File: src/rtl/swaf_pkg.sv
// Shared constants, types and command codes for the sliding-window anagram finder.
package swaf_pkg;

  localparam int MAX_PATTERN = 64;
  localparam int ALPHABET    = 26;
  localparam int LETTER_W    = 5;
  localparam int CMD_W       = 2;
  localparam int INDEX_W     = 32;
  localparam int CNT_W       = $clog2(MAX_PATTERN + 1);
  localparam int PTR_W       = (MAX_PATTERN > 1) ? $clog2(MAX_PATTERN) : 1;
  localparam int DIFF_W      = $clog2(ALPHABET + 1);

  typedef enum logic [CMD_W-1:0] {
    CMD_CLEAR   = 2'd0,
    CMD_PATTERN = 2'd1,
    CMD_TEXT    = 2'd2
  } cmd_e;

  typedef logic [LETTER_W-1:0] letter_t;
  typedef logic [CNT_W-1:0]    cnt_t;
  typedef logic [PTR_W-1:0]    ptr_t;
  typedef logic [DIFF_W-1:0]   diff_t;
  typedef logic [INDEX_W-1:0]  index_t;

  // Decoded operation of the word being processed this cycle.
  typedef struct packed {
    logic    clr;
    logic    pat;
    logic    text;
    logic    dec;
    letter_t letter;
    letter_t old;
  } op_t;

  typedef struct packed {
    logic clr;
    logic pat_inc;
    logic win_inc;
    logic win_dec;
  } lane_ctrl_t;

  typedef struct packed {
    logic to_diff;
    logic to_eq;
  } lane_stat_t;

  typedef struct packed {
    logic    we;
    ptr_t    wa;
    letter_t wd;
    ptr_t    ra;
  } mem_req_t;

endpackage

File: src/rtl/swaf_ifs.sv
// Valid/ready channel interfaces for the input words and the result words.
interface swaf_in_if;
  logic                         valid;
  logic                         ready;
  logic [swaf_pkg::CMD_W-1:0]   cmd;
  logic [swaf_pkg::LETTER_W-1:0] letter;

  modport source (output valid, output cmd, output letter, input ready);
  modport sink   (input valid, input cmd, input letter, output ready);
endinterface

interface swaf_out_if;
  logic                          valid;
  logic                          ready;
  logic [swaf_pkg::INDEX_W-1:0]  start_index;

  modport source (output valid, output start_index, input ready);
  modport sink   (input valid, input start_index, output ready);
endinterface

File: src/rtl/swaf_lane.sv
// One letter lane: pattern and window counts and their match transitions.
module swaf_lane (
  input  logic                   clk,
  input  logic                   rst_n,
  input  swaf_pkg::lane_ctrl_t   ctrl,
  output swaf_pkg::lane_stat_t   stat
);

  swaf_pkg::cnt_t pc_r, pc_nxt;
  swaf_pkg::cnt_t wc_r, wc_nxt;
  logic           eq_now, eq_nxt;

  always_comb begin
    pc_nxt = pc_r;
    wc_nxt = wc_r;
    if (ctrl.clr) begin
      pc_nxt = '0;
      wc_nxt = '0;
    end else begin
      if (ctrl.pat_inc) begin
        pc_nxt = pc_r + 1'b1;
      end
      // A letter that both leaves and enters the window leaves the count alone.
      if (ctrl.win_inc && !ctrl.win_dec) begin
        wc_nxt = wc_r + 1'b1;
      end else if (ctrl.win_dec && !ctrl.win_inc && (wc_r != '0)) begin
        wc_nxt = wc_r - 1'b1;
      end
    end
    eq_now       = (pc_r == wc_r);
    eq_nxt       = (pc_nxt == wc_nxt);
    stat.to_diff = !ctrl.clr && eq_now && !eq_nxt;
    stat.to_eq   = !ctrl.clr && !eq_now && eq_nxt;
  end

  always_ff @(posedge clk) begin
    if (!rst_n) begin
      pc_r <= '0;
      wc_r <= '0;
    end else begin
      pc_r <= pc_nxt;
      wc_r <= wc_nxt;
    end
  end

endmodule

File: src/rtl/swaf_win_mem.sv
// Circular window store with one write port and one registered, write-through read port.
module swaf_win_mem (
  input  logic                 clk,
  input  swaf_pkg::mem_req_t   req,
  output swaf_pkg::letter_t    rd_data_r
);

  swaf_pkg::letter_t mem [swaf_pkg::MAX_PATTERN];

  always_ff @(posedge clk) begin
    if (req.we) begin
      mem[req.wa] <= req.wd;
    end
    if (req.we && (req.wa == req.ra)) begin
      rd_data_r <= req.wd;
    end else begin
      rd_data_r <= mem[req.ra];
    end
  end

endmodule

File: src/rtl/swaf_ctrl.sv
// Input register, scalar state, difference count and result register.
module swaf_ctrl (
  input  logic                                 clk,
  input  logic                                 rst_n,
  swaf_in_if.sink                              in_ch,
  swaf_out_if.source                           out_ch,
  input  logic [swaf_pkg::ALPHABET-1:0]        to_diff,
  input  logic [swaf_pkg::ALPHABET-1:0]        to_eq,
  input  swaf_pkg::letter_t                    old_letter,
  output swaf_pkg::op_t                        op,
  output swaf_pkg::mem_req_t                   mem_req
);

  localparam int SUM_W = swaf_pkg::CNT_W + 1;

  logic                        in_v_r, in_v_nxt;
  logic [swaf_pkg::CMD_W-1:0]  cmd_r;
  swaf_pkg::letter_t           letter_r;
  swaf_pkg::cnt_t              len_r, len_nxt;
  swaf_pkg::cnt_t              fill_r, fill_nxt;
  swaf_pkg::ptr_t              wr_ptr_r, wr_ptr_nxt;
  swaf_pkg::index_t            pos_r, pos_nxt;
  swaf_pkg::diff_t             diff_r, diff_nxt;
  logic                        out_v_r, out_v_nxt;
  swaf_pkg::index_t            out_idx_r, out_idx_nxt;

  logic                        advance, accept, fire, letter_ok, full, match;
  logic                        do_clear, do_pat, do_text;
  logic [SUM_W-1:0]            rd_sum;

  assign advance      = !out_v_r || out_ch.ready;
  assign in_ch.ready  = !in_v_r || advance;
  assign accept       = in_ch.valid && in_ch.ready;
  assign fire         = in_v_r && advance;

  assign letter_ok = (32'(letter_r) < 32'(swaf_pkg::ALPHABET));
  assign full      = (fill_r >= len_r);
  assign do_clear  = fire && (cmd_r == swaf_pkg::CMD_CLEAR);
  assign do_pat    = fire && (cmd_r == swaf_pkg::CMD_PATTERN) && letter_ok &&
                     (pos_r == '0) && (len_r < swaf_pkg::CNT_W'(swaf_pkg::MAX_PATTERN));
  assign do_text   = fire && (cmd_r == swaf_pkg::CMD_TEXT) && letter_ok && (len_r != '0);

  assign op.clr    = do_clear;
  assign op.pat    = do_pat;
  assign op.text   = do_text;
  assign op.dec    = do_text && full;
  assign op.letter = letter_r;
  assign op.old    = old_letter;

  always_comb begin
    in_v_nxt = accept ? 1'b1 : (fire ? 1'b0 : in_v_r);

    len_nxt    = len_r;
    fill_nxt   = fill_r;
    wr_ptr_nxt = wr_ptr_r;
    pos_nxt    = pos_r;
    if (do_clear) begin
      len_nxt    = '0;
      fill_nxt   = '0;
      wr_ptr_nxt = '0;
      pos_nxt    = '0;
    end else if (do_pat) begin
      len_nxt = len_r + 1'b1;
    end else if (do_text) begin
      if (!full) begin
        fill_nxt = fill_r + 1'b1;
      end
      if ((32'(wr_ptr_r) + 32'd1) >= 32'(swaf_pkg::MAX_PATTERN)) begin
        wr_ptr_nxt = '0;
      end else begin
        wr_ptr_nxt = wr_ptr_r + 1'b1;
      end
      if (pos_r != '1) begin
        pos_nxt = pos_r + 1'b1;
      end
    end

    // At most two lanes change per word, so the count moves by at most two.
    if (do_clear) begin
      diff_nxt = '0;
    end else begin
      diff_nxt = diff_r + swaf_pkg::DIFF_W'($countones(to_diff))
                        - swaf_pkg::DIFF_W'($countones(to_eq));
    end

    match = do_text && (fill_nxt >= len_r) && (diff_nxt == '0);

    out_v_nxt   = out_v_r;
    out_idx_nxt = out_idx_r;
    if (advance) begin
      out_v_nxt   = match;
      out_idx_nxt = pos_nxt - swaf_pkg::INDEX_W'(len_r);
    end

    // Prefetch the letter that will leave the window on the next text word.
    rd_sum = SUM_W'(wr_ptr_nxt) + SUM_W'(swaf_pkg::MAX_PATTERN) - SUM_W'(len_nxt);
    if (rd_sum >= SUM_W'(swaf_pkg::MAX_PATTERN)) begin
      mem_req.ra = swaf_pkg::PTR_W'(rd_sum - SUM_W'(swaf_pkg::MAX_PATTERN));
    end else begin
      mem_req.ra = swaf_pkg::PTR_W'(rd_sum);
    end
    mem_req.we = do_text;
    mem_req.wa = wr_ptr_r;
    mem_req.wd = letter_r;
  end

  assign out_ch.valid       = out_v_r;
  assign out_ch.start_index = out_idx_r;

  always_ff @(posedge clk) begin
    if (accept) begin
      cmd_r    <= in_ch.cmd;
      letter_r <= in_ch.letter;
    end
    out_idx_r <= out_idx_nxt;
  end

  always_ff @(posedge clk) begin
    if (!rst_n) begin
      in_v_r   <= 1'b0;
      len_r    <= '0;
      fill_r   <= '0;
      wr_ptr_r <= '0;
      pos_r    <= '0;
      diff_r   <= '0;
      out_v_r  <= 1'b0;
    end else begin
      in_v_r   <= in_v_nxt;
      len_r    <= len_nxt;
      fill_r   <= fill_nxt;
      wr_ptr_r <= wr_ptr_nxt;
      pos_r    <= pos_nxt;
      diff_r   <= diff_nxt;
      out_v_r  <= out_v_nxt;
    end
  end

endmodule

File: src/rtl/sliding_window_anagram_finder_unit.sv
// Top level of the sliding-window anagram finder: lanes, window store and control.
//
//   Channel  Direction  Payload                         Handshake
//   in_ch    sink       cmd[1:0], letter[4:0]           valid/ready
//   out_ch   source     start_index[31:0]               valid/ready
//
// A word is registered on acceptance and processed once the output register can
// advance, when its result, if any, is written to the output register; out_ch.valid
// therefore rises when that result is registered, and one word can be taken in
// every cycle while out_ch.ready does not hold the output.
// The letter leaving the window is read ahead from the window store,
// using the pointer and length that the current word leaves behind.
// Reset (rst_n low, synchronous) empties both histograms and zeroes the length,
// position, fill, pointer and difference count; the window store is not cleared.
// When a result waits in the output register and out_ch.ready is low, the
// processing stage holds, and in_ch.ready falls once the input register is full.
module sliding_window_anagram_finder_unit (
  input  logic        clk,
  input  logic        rst_n,
  swaf_in_if.sink     in_ch,
  swaf_out_if.source  out_ch
);

  swaf_pkg::op_t         op;
  swaf_pkg::mem_req_t    mem_req;
  swaf_pkg::letter_t     old_letter;
  swaf_pkg::lane_ctrl_t  lane_ctrl [swaf_pkg::ALPHABET];
  swaf_pkg::lane_stat_t  lane_stat [swaf_pkg::ALPHABET];
  logic [swaf_pkg::ALPHABET-1:0] to_diff;
  logic [swaf_pkg::ALPHABET-1:0] to_eq;

  // Sequencing, scalar state and the result register.
  swaf_ctrl u_ctrl (
    .clk        (clk),
    .rst_n      (rst_n),
    .in_ch      (in_ch),
    .out_ch     (out_ch),
    .to_diff    (to_diff),
    .to_eq      (to_eq),
    .old_letter (old_letter),
    .op         (op),
    .mem_req    (mem_req)
  );

  // Letters of the current window, in arrival order around a circular pointer.
  swaf_win_mem u_win_mem (
    .clk       (clk),
    .req       (mem_req),
    .rd_data_r (old_letter)
  );

  // One lane per letter of the alphabet. Each lane owns its pattern and
  // window counts and reports whether this word makes them start or stop
  // differing, which the control folds into the running difference count.
  for (genvar i = 0; i < swaf_pkg::ALPHABET; i++) begin : g_lane
    assign lane_ctrl[i].clr     = op.clr;
    assign lane_ctrl[i].pat_inc = op.pat  && (32'(op.letter) == 32'(i));
    assign lane_ctrl[i].win_inc = op.text && (32'(op.letter) == 32'(i));
    assign lane_ctrl[i].win_dec = op.dec  && (32'(op.old) == 32'(i));

    swaf_lane u_lane (
      .clk   (clk),
      .rst_n (rst_n),
      .ctrl  (lane_ctrl[i]),
      .stat  (lane_stat[i])
    );

    assign to_diff[i] = lane_stat[i].to_diff;
    assign to_eq[i]   = lane_stat[i].to_eq;
  end

endmodule
File: src/flat_wrapper.sv
// flat-port wrapper written by rule: the top's interface ports become plain ports
module sliding_window_anagram_finder_unit_flat 
  (clk, rst_n, in_ch_valid, in_ch_cmd, in_ch_letter, in_ch_ready, out_ch_valid, out_ch_start_index, out_ch_ready);
  swaf_in_if in_ch_i ();
  swaf_out_if out_ch_i ();
  input  logic clk;
  input  logic rst_n;
  input wire logic [$bits(in_ch_i.valid)-1:0] in_ch_valid;
  input wire logic [$bits(in_ch_i.cmd)-1:0] in_ch_cmd;
  input wire logic [$bits(in_ch_i.letter)-1:0] in_ch_letter;
  output wire logic [$bits(in_ch_i.ready)-1:0] in_ch_ready;
  output wire logic [$bits(out_ch_i.valid)-1:0] out_ch_valid;
  output wire logic [$bits(out_ch_i.start_index)-1:0] out_ch_start_index;
  input wire logic [$bits(out_ch_i.ready)-1:0] out_ch_ready;
  assign in_ch_i.valid = in_ch_valid;
  assign in_ch_i.cmd = in_ch_cmd;
  assign in_ch_i.letter = in_ch_letter;
  assign in_ch_ready = in_ch_i.ready;
  assign out_ch_valid = out_ch_i.valid;
  assign out_ch_start_index = out_ch_i.start_index;
  assign out_ch_i.ready = out_ch_ready;
  sliding_window_anagram_finder_unit u_core (.clk(clk), .rst_n(rst_n), .in_ch(in_ch_i), .out_ch(out_ch_i));
endmodule
File: config.mk
export PLATFORM = sky130hd
export DESIGN_NAME = sliding_window_anagram_finder_unit_flat
export DESIGN_NICKNAME = d
export VERILOG_FILES = /design/src/rtl/swaf_pkg.sv /design/src/rtl/swaf_ifs.sv /design/src/rtl/swaf_lane.sv /design/src/rtl/swaf_win_mem.sv /design/src/rtl/swaf_ctrl.sv /design/src/rtl/sliding_window_anagram_finder_unit.sv /design/src/flat_wrapper.sv
export SDC_FILE = /design/constraint.sdc
export NUM_CORES = 2
export LEC_CHECK = 0
export ABC_AREA = 1
export BUFFER_PORTS_ARGS = -buffer_cell sky130_fd_sc_hd__buf_2
export CORE_MARGIN = 3
export CORE_UTILIZATION = 50
export DETAILED_ROUTE_END_ITERATION = 8
export MAX_ROUTING_LAYER = met4
export PLACE_DENSITY = 0.65
export SLEW_MARGIN = 15
export SYNTH_ARGS = -nofsm -noshare
export SYNTH_HDL_FRONTEND = slang
export SYNTH_SLANG_ARGS = --single-unit
File: constraint.sdc
create_clock -name clk -period 11.1 [get_ports clk]
set_input_delay 1.11 -clock clk [delete_from_list [all_inputs] [get_ports clk]]
set_output_delay 1.11 -clock clk [all_outputs]
set_load 0.05 [all_outputs]
==> impl_metrics.env <==
export IMPL_status="finished clean"
export IMPL_grt_pass1_wl_mm=229
export IMPL_final_nets=7389
export IMPL_hp_class="reg2reg"
export IMPL_r2r_cells=38
export IMPL_seq_area_um2=19400
export IMPL_syn_nets=7462
export IMPL_track_usage=0.271
export IMPL_num_vias=46692
export IMPL_gr_total_overflow=0
export IMPL_drc_errors=0
export IMPL_dp_cells=8450
export IMPL_synthArstFlopShare=0
export IMPL_min_path_cells=2
export IMPL_yosysTopAreaCell="edfxtp_1"
export IMPL_vias_per_cell=5.42
export IMPL_skew_ps=56.8
export IMPL_power_leakage_nw=25.0
export IMPL_synth_edf_count=359
export IMPL_tightest_slew_ps=1110
export IMPL_clockRootBuffer="clkbuf_16"
export IMPL_cp_start_kind="flop"
export IMPL_postRouteAntennaNets=0
export IMPL_synth_most_common_cell="nand2_1"
export IMPL_p_clk_frac=0.451
export IMPL_syn_area_per_cell_um2=7.03
export IMPL_report_final_slew_viol_count=0
export IMPL_wirelength_mm=143
export IMPL_setup_ws_ps=1450
export IMPL_path_common_cell="nand2_1"
export IMPL_yosysUniqueCellTypes=52
export IMPL_p_int_mw=5.09
export IMPL_final_cells=8615
export IMPL_hp_start="u_core.u_ctrl.len_r[5]"
export IMPL_p_sw_frac=0.260
export IMPL_ios=45
export IMPL_ir_drop_mv=0.110
export IMPL_synth_flop_cell="dfxtp_1"
export IMPL_maxCapViolCount=0
export IMPL_post_route_min_period_ps=9650
export IMPL_syn_area_um2=51000
export IMPL_worstReg2RegEnd="u_core.u_ctrl.out_ch.valid"
export IMPL_place_ws_ps=1450
export IMPL_synth_top_cell_area_share=0.211
export IMPL_grt_max_degree=168
export IMPL_rsz0062_at_grt="false"
export IMPL_drt_first_iter_violations=3777
export IMPL_yosys_top_cells_area="edfxtp_1, dfxtp_1, nand2_1, nand3_1, nor2_1"
export IMPL_cp_num_buf_inv=7
export IMPL_cts_buffers_inserted=89
export IMPL_power_net_switching_mw=1.79
export IMPL_area_growth_pct=8.61
export IMPL_tns_ps=0
export IMPL_post_cts_resized=0
export IMPL_hold_path_end="u_core.u_ctrl.len_r[6]"
export IMPL_hpwlAfterDp_mm=99.8
export IMPL_antenna_found_initial=1
export IMPL_die_height_um=325
export IMPL_powerDensity_nw_per_um2=124
export IMPL_synthCells=7257
export IMPL_setup_violations=0
export IMPL_die_area_um2=106000
export IMPL_multiInputGateArea_um2=27400
export IMPL_path_class="reg2reg"
export IMPL_cp_top_family="adder cells"
export IMPL_endpoint_kind="flop"
export IMPL_wire_per_inst_um=16.6
export IMPL_htree_num_levels=3
export IMPL_rows=116
export IMPL_ys_seq_area_frac=0.380
export IMPL_drive_gt1_frac=0.0456
export IMPL_clk_path_buf_depth=3
export IMPL_globalplace_congestion=0.964
export IMPL_cts_setup_buffers=0
export IMPL_final_hold_violation_count=0
export IMPL_core_area_um2=101000
export IMPL_critPathMaxStageDelay_ps=710
export IMPL_yosys_warnings=0
export IMPL_fillers=9784
export IMPL_synth_seq_cells=788
export IMPL_slew_headroom=0.260
export IMPL_cts_num_sinks=788
export IMPL_cts_tree="yes"
export IMPL_ys_top_cells_by_count="nand2_1, nor2_1, nand3_1"
export IMPL_whs_ps=513
export IMPL_die_x_um=325
export IMPL_pwr_share_seq=0.446
export IMPL_crit_path_top_delay_cell="inv_4"
export IMPL_io_buffers=44
export IMPL_cts_clk_slew_worst_paths_ps=60
export IMPL_initial_utilization=0.507
export IMPL_first_pass_iters=6
export IMPL_period_share=0.869
export IMPL_crit_arrival_ps=10250
export IMPL_fmax_mhz=104
export IMPL_ctsHoldBuffers=0
export IMPL_required_ps=11700
export IMPL_antennaDiodeCount=0
export IMPL_p_comb_frac=0.103
export IMPL_worst_r2r_setup_slack_ps=1450
export IMPL_path_max_fanout=80
export IMPL_grt_pass1_vias=43277
export IMPL_clkLatencyLatePin_ps=700
[registers in the layout (all words and copies together), names as in the netlist, named ones only]
name / cells
u_core.g_lane.u_lane.pc_r: 182
u_core.g_lane.u_lane.wc_r: 182
u_core.u_ctrl.cmd_r: 2
u_core.u_ctrl.diff_r: 5
u_core.u_ctrl.fill_r: 7
u_core.u_ctrl.in_v_r: 1
u_core.u_ctrl.len_r: 7
u_core.u_ctrl.letter_r: 5
u_core.u_ctrl.out_ch.start_index: 32
u_core.u_ctrl.out_ch.valid: 1
u_core.u_ctrl.pos_r: 32
u_core.u_ctrl.wr_ptr_r: 6
u_core.u_win_mem.mem: 320
[per-stage QoR]
| step | power, mW | instance area [µm²] | utilization |
|---|---|---|---|
| 6_report | 6.88 | 55400 | 0.550 |
| 5_1_grt | 7.13 | 55400 | 0.550 |
| 4_1_cts | 6.94 | 55400 | 0.550 |
| 3_5_place_dp | 3.83 | 52300 | 0.519 |
| 3_3_place_gp | 3.82 | 52300 | 0.519 |
| 2_1_floorplan | 3.63 | 51000 | - |
[area by class of cell]
cell class                 count  area share
timing repair buffer          80      0.0107
clock buffer                 127      0.0462
sequential                   788       0.350
inverter                     861      0.0587
clock inverter                38     0.00982
multi-input combinational   5364       0.494
tap                         1357      0.0306
[cells by family (layout without fill, tap and decap cells)]
kind of cell | Yosys count | count (layout) | share of synthesized area
AOI/OAI and AO/OA | 313 | 313 | 0.0339
xor gates and xnor gates | 371 | 371 | 0.0637
adders and majority gates | 194 | 194 | 0.0546
buffers and inverters | 1105 | 1106 | 0.0840
DFF | 788 | 788 | 0.380
and+or+nand+nor | 4486 | 4486 | 0.384
[cells in the final DEF, fill, tap and decap left out, types with 16 or more instances in the layout]
| cell | instances |
|---|---|
| a21oi_1 | 121 |
| buf_2 | 44 |
| buf_4 | 28 |
| clkbuf_1 | 20 |
| clkbuf_16 | 90 |
| clkbuf_8 | 17 |
| dfxtp_1 | 427 |
| edfxtp_1 | 359 |
| fa_1 | 48 |
| ha_1 | 146 |
| inv_1 | 838 |
| nand2_1 | 1959 |
| nand2_2 | 24 |
| nand3_1 | 910 |
| nand3b_1 | 42 |
| nand4_1 | 286 |
| nor2_1 | 964 |
| nor2_2 | 20 |
| nor3_1 | 147 |
| nor4_1 | 66 |
| o211ai_1 | 31 |
| o21ai_0 | 114 |
| o21ai_1 | 16 |
| or2_2 | 21 |
| xnor2_1 | 175 |
| xor2_1 | 196 |
[per-layer routing]
metal	track usage	wire (µm)	vias to the layer above
met1	0.356	64400	21701
met3	0.0291	7690	231
met2	0.443	66500	1305
li1	-	-	23455
met5	-	0	-
met4	0.0823	4240	0
[worst max path at each step]
stage	to	cells after the start	slack (ps)
floorplan	u_core.u_ctrl.out_ch.valid	40	2560
global placement	u_core.u_ctrl.out_ch.valid	38	1520
detailed placement	u_core.u_ctrl.out_ch.valid	35	1450
CTS	u_core.u_ctrl.out_ch.valid	38	1410
global route	u_core.u_ctrl.out_ch.valid	38	830
finish	u_core.u_ctrl.out_ch.valid	38	1450
[worst register-to-register path: cells and delay by family (launching register included)]
kind | cells | cell delay, ps
buffers and inverters | 7 | 1180
AND/OR/NAND/NOR | 18 | 3120
flip-flops | 1 | 400
AO/OA/AOI/OAI | 4 | 760
adder cells (fa/ha/maj) | 9 | 4100
[power by group through the flow]
stage                     combinational, mW  clock, mW  sequential [mW]
final                                 0.706       3.10             3.07
after global routing                  0.784       3.27             3.07
after floorplan                       0.466          0             3.16
after global placement                0.695          0             3.13
after detailed placement              0.705          0             3.13
after CTS                             0.706       3.16             3.07
Power figures use the tool's default switching activity.
